## src/hdl/bps_pkg.sv

```systemverilog
// Shared types and constants for the byte pattern search unit.
// Depends on nothing; every other file of the block but bps_queue imports it.
`default_nettype none

package bps_pkg;

    // Default sizes of the pattern store and of the searchable buffer.
    localparam int MAX_PATTERN_DEF = 16;
    localparam int MAX_BUFFER_DEF  = 65536;

    // Depths of the command queue and of the result queue.
    localparam int CMD_DEPTH = 4;
    localparam int RES_DEPTH = 2;

    // Status codes of a result.
    localparam logic [1:0] ST_OK      = 2'd0;
    localparam logic [1:0] ST_BUF_OVF = 2'd1;
    localparam logic [1:0] ST_PAT_OVF = 2'd2;

    // Classified command handed from the front to the back.
    typedef enum logic [1:0] {
        OP_PAT,
        OP_PAT_LAST,
        OP_BUF,
        OP_BUF_LAST
    } t_op;

    typedef struct packed {
        t_op        op;
        logic [7:0] data;
    } t_cmd;

    typedef struct packed {
        logic       action;
        logic [7:0] data;
        logic       last;
    } t_in_item;

    typedef struct packed {
        logic        found;
        logic [15:0] match_index;
        logic [1:0]  status;
    } t_out_item;

endpackage

`default_nettype wire

```

## src/hdl/bps_queue.sv

```systemverilog
// Small first-in first-out queue built from flip-flops.
// Generic in width and depth; depends on no package.
`default_nettype none

module bps_queue #(
    parameter int WIDTH = 8,
    parameter int DEPTH = 4
) (
    input  wire logic             i_clk,
    input  wire logic             i_rst_n,
    input  wire logic             i_push,
    input  wire logic [WIDTH-1:0] i_data,
    output logic                  o_full,
    input  wire logic             i_pop,
    output logic      [WIDTH-1:0] o_data,
    output logic                  o_empty
);

    localparam int AW = (DEPTH > 1) ? $clog2(DEPTH) : 1;
    localparam int CW = $clog2(DEPTH + 1);

    logic [WIDTH-1:0] r_mem [DEPTH];
    logic [AW-1:0]    r_wptr, n_wptr;
    logic [AW-1:0]    r_rptr, n_rptr;
    logic [CW-1:0]    r_count, n_count;
    logic             do_push, do_pop;

    assign o_full  = (r_count == CW'(DEPTH));
    assign o_empty = (r_count == '0);
    assign o_data  = r_mem[r_rptr];
    assign do_push = i_push && !o_full;
    assign do_pop  = i_pop && !o_empty;

    always_comb begin
        n_wptr  = r_wptr;
        n_rptr  = r_rptr;
        n_count = r_count;
        if (do_push) begin
            n_wptr = (r_wptr == AW'(DEPTH - 1)) ? '0 : r_wptr + AW'(1);
        end
        if (do_pop) begin
            n_rptr = (r_rptr == AW'(DEPTH - 1)) ? '0 : r_rptr + AW'(1);
        end
        if (do_push && !do_pop) begin
            n_count = r_count + CW'(1);
        end else if (do_pop && !do_push) begin
            n_count = r_count - CW'(1);
        end
    end

    always_ff @(posedge i_clk) begin
        if (!i_rst_n) begin
            r_wptr  <= '0;
            r_rptr  <= '0;
            r_count <= '0;
        end else begin
            r_wptr  <= n_wptr;
            r_rptr  <= n_rptr;
            r_count <= n_count;
        end
    end

    always_ff @(posedge i_clk) begin
        if (do_push) begin
            r_mem[r_wptr] <= i_data;
        end
    end

endmodule

`default_nettype wire

```

## src/hdl/bps_front.sv

```systemverilog
// Front end: takes input items, classifies them into commands and queues them.
// Depends on bps_pkg and bps_queue.
`default_nettype none

module bps_front (
    input  wire logic               i_clk,
    input  wire logic               i_rst_n,
    input  wire logic               push,
    output logic                    full,
    input  wire bps_pkg::t_in_item  i_item,
    output bps_pkg::t_cmd           o_cmd,
    output logic                    o_cmd_valid,
    input  wire logic               i_cmd_pop
);

    import bps_pkg::*;

    localparam int CMD_W = $bits(t_cmd);

    t_cmd             cmd_in;
    logic [CMD_W-1:0] q_in, q_out;
    logic             q_empty;

    always_comb begin
        cmd_in.data = i_item.data;
        if (i_item.action) begin
            cmd_in.op = i_item.last ? OP_BUF_LAST : OP_BUF;
        end else begin
            cmd_in.op = i_item.last ? OP_PAT_LAST : OP_PAT;
        end
    end

    assign q_in        = cmd_in;
    assign o_cmd       = t_cmd'(q_out);
    assign o_cmd_valid = !q_empty;

    bps_queue #(
        .WIDTH (CMD_W),
        .DEPTH (CMD_DEPTH)
    ) u_cmd_q (
        .i_clk   (i_clk),
        .i_rst_n (i_rst_n),
        .i_push  (push),
        .i_data  (q_in),
        .o_full  (full),
        .i_pop   (i_cmd_pop),
        .o_data  (q_out),
        .o_empty (q_empty)
    );

endmodule

`default_nettype wire

```

## src/hdl/bps_back.sv

```systemverilog
// Back end: keeps the pattern and the byte window, compares them and builds results.
// Depends on bps_pkg.
`default_nettype none

module bps_back #(
    parameter int MAX_PATTERN = bps_pkg::MAX_PATTERN_DEF,
    parameter int MAX_BUFFER  = bps_pkg::MAX_BUFFER_DEF
) (
    input  wire logic           i_clk,
    input  wire logic           i_rst_n,
    input  wire bps_pkg::t_cmd  i_cmd,
    input  wire logic           i_cmd_valid,
    output logic                o_cmd_pop,
    output bps_pkg::t_out_item  o_res,
    output logic                o_res_push,
    input  wire logic           i_res_full
);

    import bps_pkg::*;

    localparam int LEN_W = $clog2(MAX_PATTERN + 1);
    localparam int POS_W = $clog2(MAX_BUFFER + 1);
    localparam int CW    = (POS_W > LEN_W) ? POS_W : LEN_W;

    // The pattern is held reversed, newest byte at index 0, so it lines up
    // with the window where the newest buffer byte also sits at index 0.
    logic [7:0]       r_target [MAX_PATTERN];
    logic [7:0]       r_window [MAX_PATTERN];
    logic [LEN_W-1:0] r_len, n_len;
    logic             r_closed, n_closed;
    logic             r_povf, n_povf;
    logic [POS_W-1:0] r_pos, n_pos;
    logic             r_mseen, n_mseen;
    logic [15:0]      r_mstart, n_mstart;
    logic             r_bovf, n_bovf;

    logic             take, is_pat, is_last;
    logic [LEN_W-1:0] eff_len;
    logic             eff_povf, pat_room, at_end;
    logic [7:0]       win_sh [MAX_PATTERN];
    logic [MAX_PATTERN-1:0] lane_ok;
    logic             win_ok, hit;
    logic [CW-1:0]    count_c, len_c, diff;
    logic [CW+15:0]   diff_ext;

    assign is_pat  = (i_cmd.op == OP_PAT) || (i_cmd.op == OP_PAT_LAST);
    assign is_last = (i_cmd.op == OP_PAT_LAST) || (i_cmd.op == OP_BUF_LAST);
    // Only an end-of-buffer command needs room in the result queue.
    assign take    = i_cmd_valid && (!i_res_full || (i_cmd.op != OP_BUF_LAST));
    assign o_cmd_pop  = take;
    assign o_res_push = take && (i_cmd.op == OP_BUF_LAST);

    assign eff_len  = r_closed ? '0 : r_len;
    assign eff_povf = r_closed ? 1'b0 : r_povf;
    assign pat_room = (eff_len < LEN_W'(MAX_PATTERN));
    assign at_end   = (r_pos == POS_W'(MAX_BUFFER));

    always_comb begin
        win_sh[0] = i_cmd.data;
        for (int k = 1; k < MAX_PATTERN; k++) begin
            win_sh[k] = r_window[k-1];
        end
        for (int k = 0; k < MAX_PATTERN; k++) begin
            lane_ok[k] = (win_sh[k] == r_target[k]) || (LEN_W'(k) >= r_len);
        end
    end

    assign win_ok   = &lane_ok;
    assign count_c  = CW'(r_pos) + CW'(1);
    assign len_c    = CW'(r_len);
    assign diff     = count_c - len_c;
    assign diff_ext = {16'b0, diff};

    always_comb begin
        n_len    = r_len;
        n_closed = r_closed;
        n_povf   = r_povf;
        n_pos    = r_pos;
        n_mseen  = r_mseen;
        n_mstart = r_mstart;
        n_bovf   = r_bovf;
        if (take && is_pat) begin
            n_pos    = '0;
            n_mseen  = 1'b0;
            n_mstart = '0;
            n_bovf   = 1'b0;
            if (pat_room) begin
                n_len  = eff_len + LEN_W'(1);
                n_povf = eff_povf;
            end else begin
                n_len  = eff_len;
                n_povf = 1'b1;
            end
            n_closed = is_last;
        end else if (take) begin
            n_closed = 1'b1;
            if (at_end) begin
                n_bovf = 1'b1;
            end else begin
                n_pos = r_pos + POS_W'(1);
                if (!r_mseen && (r_len != '0) && (count_c >= len_c) && win_ok) begin
                    n_mseen  = 1'b1;
                    n_mstart = diff_ext[15:0];
                end
            end
        end
    end

    // The result reads the state as updated by the final byte itself.
    always_comb begin
        hit = (r_len == '0) || n_mseen;
        if (r_povf) begin
            o_res.found       = 1'b0;
            o_res.match_index = '0;
            o_res.status      = ST_PAT_OVF;
        end else begin
            o_res.found       = hit;
            o_res.match_index = (hit && (r_len != '0)) ? n_mstart : '0;
            o_res.status      = n_bovf ? ST_BUF_OVF : ST_OK;
        end
    end

    always_ff @(posedge i_clk) begin
        if (!i_rst_n) begin
            r_len    <= '0;
            r_closed <= 1'b0;
            r_povf   <= 1'b0;
            r_pos    <= '0;
            r_mseen  <= 1'b0;
            r_mstart <= '0;
            r_bovf   <= 1'b0;
        end else if (take && (i_cmd.op == OP_BUF_LAST)) begin
            // End of buffer: keep the pattern, return buffer state to rest.
            r_closed <= n_closed;
            r_pos    <= '0;
            r_mseen  <= 1'b0;
            r_mstart <= '0;
            r_bovf   <= 1'b0;
        end else begin
            r_len    <= n_len;
            r_closed <= n_closed;
            r_povf   <= n_povf;
            r_pos    <= n_pos;
            r_mseen  <= n_mseen;
            r_mstart <= n_mstart;
            r_bovf   <= n_bovf;
        end
    end

    // Pattern and window bytes carry no reset; every lane that is compared
    // has been written first.
    always_ff @(posedge i_clk) begin
        if (take && is_pat && pat_room) begin
            r_target[0] <= i_cmd.data;
            for (int k = 1; k < MAX_PATTERN; k++) begin
                r_target[k] <= r_target[k-1];
            end
        end
        if (take && !is_pat && !at_end) begin
            for (int k = 0; k < MAX_PATTERN; k++) begin
                r_window[k] <= win_sh[k];
            end
        end
    end

endmodule

`default_nettype wire

```

## src/hdl/byte_pattern_search_unit.sv

```systemverilog
// Byte pattern search unit: finds the first occurrence of a byte pattern in a byte stream.
// Result path: the final buffer byte is registered in the command queue; its result is then
// written into the result queue that drives o_result, later while earlier commands wait.
// Throughput: one item per cycle while full is low; the window compare checks all lanes combinationally.
// Reset: synchronous, active low; clears pattern length, flags, position and both queues.
// The pattern bytes and window bytes are not cleared; no byte is compared before it is written.
// Depends on bps_pkg, bps_front, bps_back and bps_queue.
`default_nettype none

module byte_pattern_search_unit #(
    parameter int MAX_PATTERN = bps_pkg::MAX_PATTERN_DEF,
    parameter int MAX_BUFFER  = bps_pkg::MAX_BUFFER_DEF
) (
    input  wire logic               i_clk,
    input  wire logic               i_rst_n,
    input  wire logic               push,
    output logic                    full,
    input  wire bps_pkg::t_in_item  i_item,
    output logic                    empty,
    input  wire logic               pop,
    output bps_pkg::t_out_item      o_result
);

    import bps_pkg::*;

    localparam int RES_W = $bits(t_out_item);

    // The front classifies each transfer into a command and queues it. The command queue
    // decouples the input side from the back end, so input transfers continue while the back
    // end waits on a full result queue, until the command queue itself fills.
    t_cmd             cmd;
    logic             cmd_valid;
    logic             cmd_pop;

    // The back end applies one command per cycle while one waits, stalling an end-of-buffer
    // command, the only kind that produces a result, until the result queue has room for it.
    t_out_item        res;
    logic             res_push;
    logic             res_full;
    logic [RES_W-1:0] res_in, res_out;

    bps_front u_front (
        .i_clk       (i_clk),
        .i_rst_n     (i_rst_n),
        .push        (push),
        .full        (full),
        .i_item      (i_item),
        .o_cmd       (cmd),
        .o_cmd_valid (cmd_valid),
        .i_cmd_pop   (cmd_pop)
    );

    bps_back #(
        .MAX_PATTERN (MAX_PATTERN),
        .MAX_BUFFER  (MAX_BUFFER)
    ) u_back (
        .i_clk       (i_clk),
        .i_rst_n     (i_rst_n),
        .i_cmd       (cmd),
        .i_cmd_valid (cmd_valid),
        .o_cmd_pop   (cmd_pop),
        .o_res       (res),
        .o_res_push  (res_push),
        .i_res_full  (res_full)
    );

    // The result queue is the output register stage: the oldest result stays
    // on o_result while empty is low, and a pop transfer removes it.
    assign res_in   = res;
    assign o_result = t_out_item'(res_out);

    bps_queue #(
        .WIDTH (RES_W),
        .DEPTH (RES_DEPTH)
    ) u_res_q (
        .i_clk   (i_clk),
        .i_rst_n (i_rst_n),
        .i_push  (res_push),
        .i_data  (res_in),
        .o_full  (res_full),
        .i_pop   (pop),
        .o_data  (res_out),
        .o_empty (empty)
    );

    // A result is never produced while the result queue has no room.
    a_res_room: assert property (@(posedge i_clk) disable iff (!i_rst_n)
        res_push |-> !res_full)
        else $error("result written into a full result queue");

    // The back end only consumes a command that is present in the queue.
    a_cmd_present: assert property (@(posedge i_clk) disable iff (!i_rst_n)
        cmd_pop |-> cmd_valid)
        else $error("command taken from an empty command queue");

    // Right after reset no result is waiting.
    a_reset_empty: assert property (@(posedge i_clk) disable iff (!i_rst_n)
        $past(!i_rst_n) |-> empty)
        else $error("result pending right after reset");

endmodule

`default_nettype wire

```

## config.mk

```make
export PLATFORM = sky130hd
export DESIGN_NAME = byte_pattern_search_unit
export DESIGN_NICKNAME = d
export VERILOG_FILES = /design/src/hdl/bps_pkg.sv /design/src/hdl/bps_queue.sv /design/src/hdl/bps_front.sv /design/src/hdl/bps_back.sv /design/src/hdl/byte_pattern_search_unit.sv
export SDC_FILE = /design/constraint.sdc
export NUM_CORES = 1
export LEC_CHECK = 0
export ABC_AREA = 1
export BUFFER_PORTS_ARGS = -buffer_cell sky130_fd_sc_hd__buf_2
export CORE_MARGIN = 10
export CORE_UTILIZATION = 56
export DETAILED_ROUTE_END_ITERATION = 8
export PLACE_DENSITY = 0.86
export SLEW_MARGIN = 20
export SYNTH_ARGS = -nofsm -noshare
export SYNTH_HDL_FRONTEND = slang
export SYNTH_SLANG_ARGS = --single-unit
```

## constraint.sdc

```tcl
create_clock -name i_clk -period 6.8 [get_ports i_clk]
set_input_delay 0.34 -clock i_clk [delete_from_list [all_inputs] [get_ports i_clk]]
set_output_delay 0.34 -clock i_clk [all_outputs]
set_load 0.05 [all_outputs]
```

==> summary.md <==
| Metric | Value |
|---|---|
| Fin crit share | `a little under 60%` |
| CP Data Required Time | `6.95 ns` |
| CTS tree | `done` |
| Max-slew violations | `0` |
| Most used cell, CP | `nor2_1` |
| CTS clk-pin slew, worst paths | `0.06 ns` |
| Status | `complete, no violations` |
| Final Cell Area | `0.01785 mm^2` |
| Via/cell ratio | `5.389` |
| WL per Instance | `around 17 um` |
| Critical Path Fanout Max | `50` |
| CTS H-tree depth | `2` |
| Largest net degree at the start of global routing | `53` |
| Final hold vios | `0` |
| Yosys top cell by area | `edfxtp_1` |
| First-pass GRT wire length | `a little under 50 mm` |
| Full die area | `0.03570 mm^2` |
| Initial Util | `57.06%` |
| CTS root buffer | `clkbuf_16` |
| Post-route ant nets | `0` |
| Layout cell share with drive strength beyond 1 | `about 11%` |
| Vias | `9759` |
| Syn Nets | `about 1400` |
| Resized cells post-CTS | `0` |
| GRT Total Usage | `16.64%` |
| N_diodes | `0` |
| Cells after Synth | `approximately 1300` |
| Initial DRC count | `974` |
| Die X | `188.9 um` |
| Synth-to-Final Area Change | `11.69%` |
| Actual slew at the worst max-slew pin | `0.9757 ns` |
| Slew HR | `approximately a third` |
| Synth area leaders | `edfxtp_1 61%, nand2_1 7.3%, dfxtp_1 7.0%, xnor2_1 5.8%, inv_1 3.2%` |
| Slowest CP cell | `dfxtp_1` |
| VDD IR-drop max | `0.0002505 V` |
| Final Util | `63.74%` |
| Die Y-Extent | `188.9 um` |
| Post-layout min period | `~4 ns` |
| Num ports | `35` |
| Worst-skew pair later-pin latency | `0.52 ns` |
| Seq/Total Area, Yosys | `about two thirds` |
| CTS buffer count | `38` |
| Layout Nets | `1436` |
| Share of the synthesized area in the top cell type | `61.24%` |
| Hold Path Class | `input pin to flop` |
| Max cap viols | `0` |
| CTS sink cnt | `382` |
| Leakage | `roughly 6.7 nW` |
| Worst Path Class, Setup | `flop to flop` |
| Post-CTS setup buffer count | `0` |
| Initial antenna violation count | `0` |
| RSZ-0062 raised after global routing | `no` |
| Hold buffers post-CTS | `0` |
| Final hold slack | `0.03782 ns` |
| GR Overflow Total | `0` |
| Critical Path Start Type | `flop` |
| Yosys reg bits | `between 300 and 400` |
| Buffers on Ports | `34` |
| Vias in the first global route | `approximately 10000` |
| Max Freq | `about 0.25 GHz` |
| CTS Buffer Depth | `3` |
| Drt first pass iters | `5` |
| Worst clock skew | `about 0.012 ns` |
| Cell row count | `61` |
| Biggest cell delay along the critical path | `0.70 ns` |
| Power per cell area | `about 530 mW/mm^2` |
| DRC Markers | `0` |
| Syn Area/Cell | `11.90 um^2` |
| WL final | `around 30 mm` |
| Core Footprint | `0.02801 mm^2` |
| Yosys warns | `0` |
| DP Area | `0.01657 mm^2` |
| Post-Syn Area | `between 0.015 and 0.02 mm^2` |
| Final count of negative-setup-slack endpoints | `0` |
| Dpl hpwl | `19.80 mm` |
| CP Capture Type | `flop` |
| Setup TNS | `0 ns` |
| Synth cell types | `44` |
| CP Cell Sequence | `inv_2 -> nor2_1 -> nor2_1 -> o21ai_0 -> nand2_1 -> nand3_2 -> nand2_4 -> nor2_1 -> o21ai_0 -> inv_4 -> buf_4` |
| RD Place Congestion | `0.8967` |
| Arrival time at the worst endpoint | `about 4.2 ns` |
## synth_stat cells
master / number
edfxtp_1: 326
nand2_1: 311
inv_1: 138
nor2_1: 112
xnor2_1: 105
nand3_1: 61
dfxtp_1: 56
o21ai_0: 38
nand4_1: 31
a21oi_1: 23
mux2_2: 19
nor2_2: 16
ha_1: 15
xor2_1: 15
nand2_2: 8
nor3_1: 8
buf_2: 5
clkbuf_1: 5
nor2_4: 5
o21ai_1: 5
a211oi_1: 3
buf_4: 3
clkinv_1: 3
inv_2: 3
nand2_4: 3
nand3_4: 3
a21o_1: 2
buf_1: 2
buf_6: 2
fa_1: 2
nor2_8: 2
a22oi_1: 1
a41oi_1: 1
buf_8: 1
nand3_2: 1
nor4_1: 1
o211a_1: 1
o211ai_1: 1
o211ai_2: 1
o21ai_2: 1
o21bai_1: 1
o31ai_1: 1
o32ai_1: 1
or2_0: 1
## metal layers
metal	GRT usage, %	wire (um)	vias up
met2	30.02	15570	341
li1	-	-	4650
met4	5.800	761	0
met1	19.63	11810	4701
met5	0	0	-
met3	2.775	1811	67
## per-stage QoR
| stage | power [mW] | worst slack (ns) | std cells |
|---|---|---|---|
| 2_1_floorplan | 6.615 | 1.826 | 1343 |
| 3_3_place_gp | 7.106 | 2.945 | 1743 |
| 3_5_place_dp | 7.317 | 2.859 | 1743 |
| 4_1_cts | 9.496 | 2.801 | 1811 |
| 5_1_grt | 9.977 | 2.369 | 1811 |
| 6_report | 9.437 | 2.773 | 1811 |
## layout by cell type (no fill, tap or decap), types with 16 or more instances in the layout
master       n
buf_2       34
nor2_1     111
a21oi_1     23
nand2_1    311
nand3_1     61
edfxtp_1   326
o21ai_0     38
nor2_2      16
dfxtp_1     56
inv_1      137
xnor2_1    105
nand4_1     31
clkbuf_16   39
mux2_2      19
## sequential cells by signal, indices dropped and copies added, names as in the netlist, 2 cells and up, named ones only
signal                   count
u_back.r_mstart             16
u_back.r_target            128
u_front.u_cmd_q.r_mem       40
u_res_q.r_count              2
u_front.u_cmd_q.r_wptr       2
u_front.u_cmd_q.r_rptr       2
u_res_q.r_mem               38
u_back.r_len                 5
u_front.u_cmd_q.r_count      3
u_back.r_window            120
u_back.r_pos                17
## logic make-up (layout without fill, tap and decap cells)
family	count (synthesis)	after routing	share of synthesized area, %
xor+xnor	120	120	6.575
buf+inv	162	252	4.078
flops	382	382	68.26
simple gates	563	563	15.53
compound gates	80	80	2.795
mux	19	19	1.339
fa+ha+maj	17	17	1.425
## final timing paths
path / startpoint / endpoint / slack, ns / cells after the start
hold / removal: i_item[4] / u_front.u_cmd_q.r_mem[3][3] / 0.04 / 1
setup / recovery: flop / u_back.r_target[1][44] / 2.77 / 11
hold reg to reg: u_back.r_window[0][8] / u_back.r_window[0][16] / 0.47 / 0
setup reg to reg: flop / u_back.r_target[1][44] / 2.77 / 11
## layout make-up
class / instances / area [um^2]
clock buffer: 48 / 1030
clock inverter: 20 / 252.7
fill: 1959 / 10160
inverter: 144 / 543.0
multi-input combinational: 799 / 4429
sequential: 382 / 10910
tap: 378 / 473.0
timing repair buffer: 40 / 215.2
## worst max-delay path, delay by kind of cell, from the launching register on
family | cells | cell delay, ns
buffers and inverters | 3 | 1.47
AND/OR/NAND/NOR | 6 | 0.94
flip-flops | 1 | 0.70
AO/OA/AOI/OAI | 2 | 0.49
## power by group
part / internal [mW] / leakage (nW) / switching (mW)
clock: 1.30 / 0.631 / 0.840
combinational: 0.890 / 2.55 / 1.81
sequential: 3.97 / 3.49 / 0.619
Note: power is estimated with default switching activity, not from simulation.
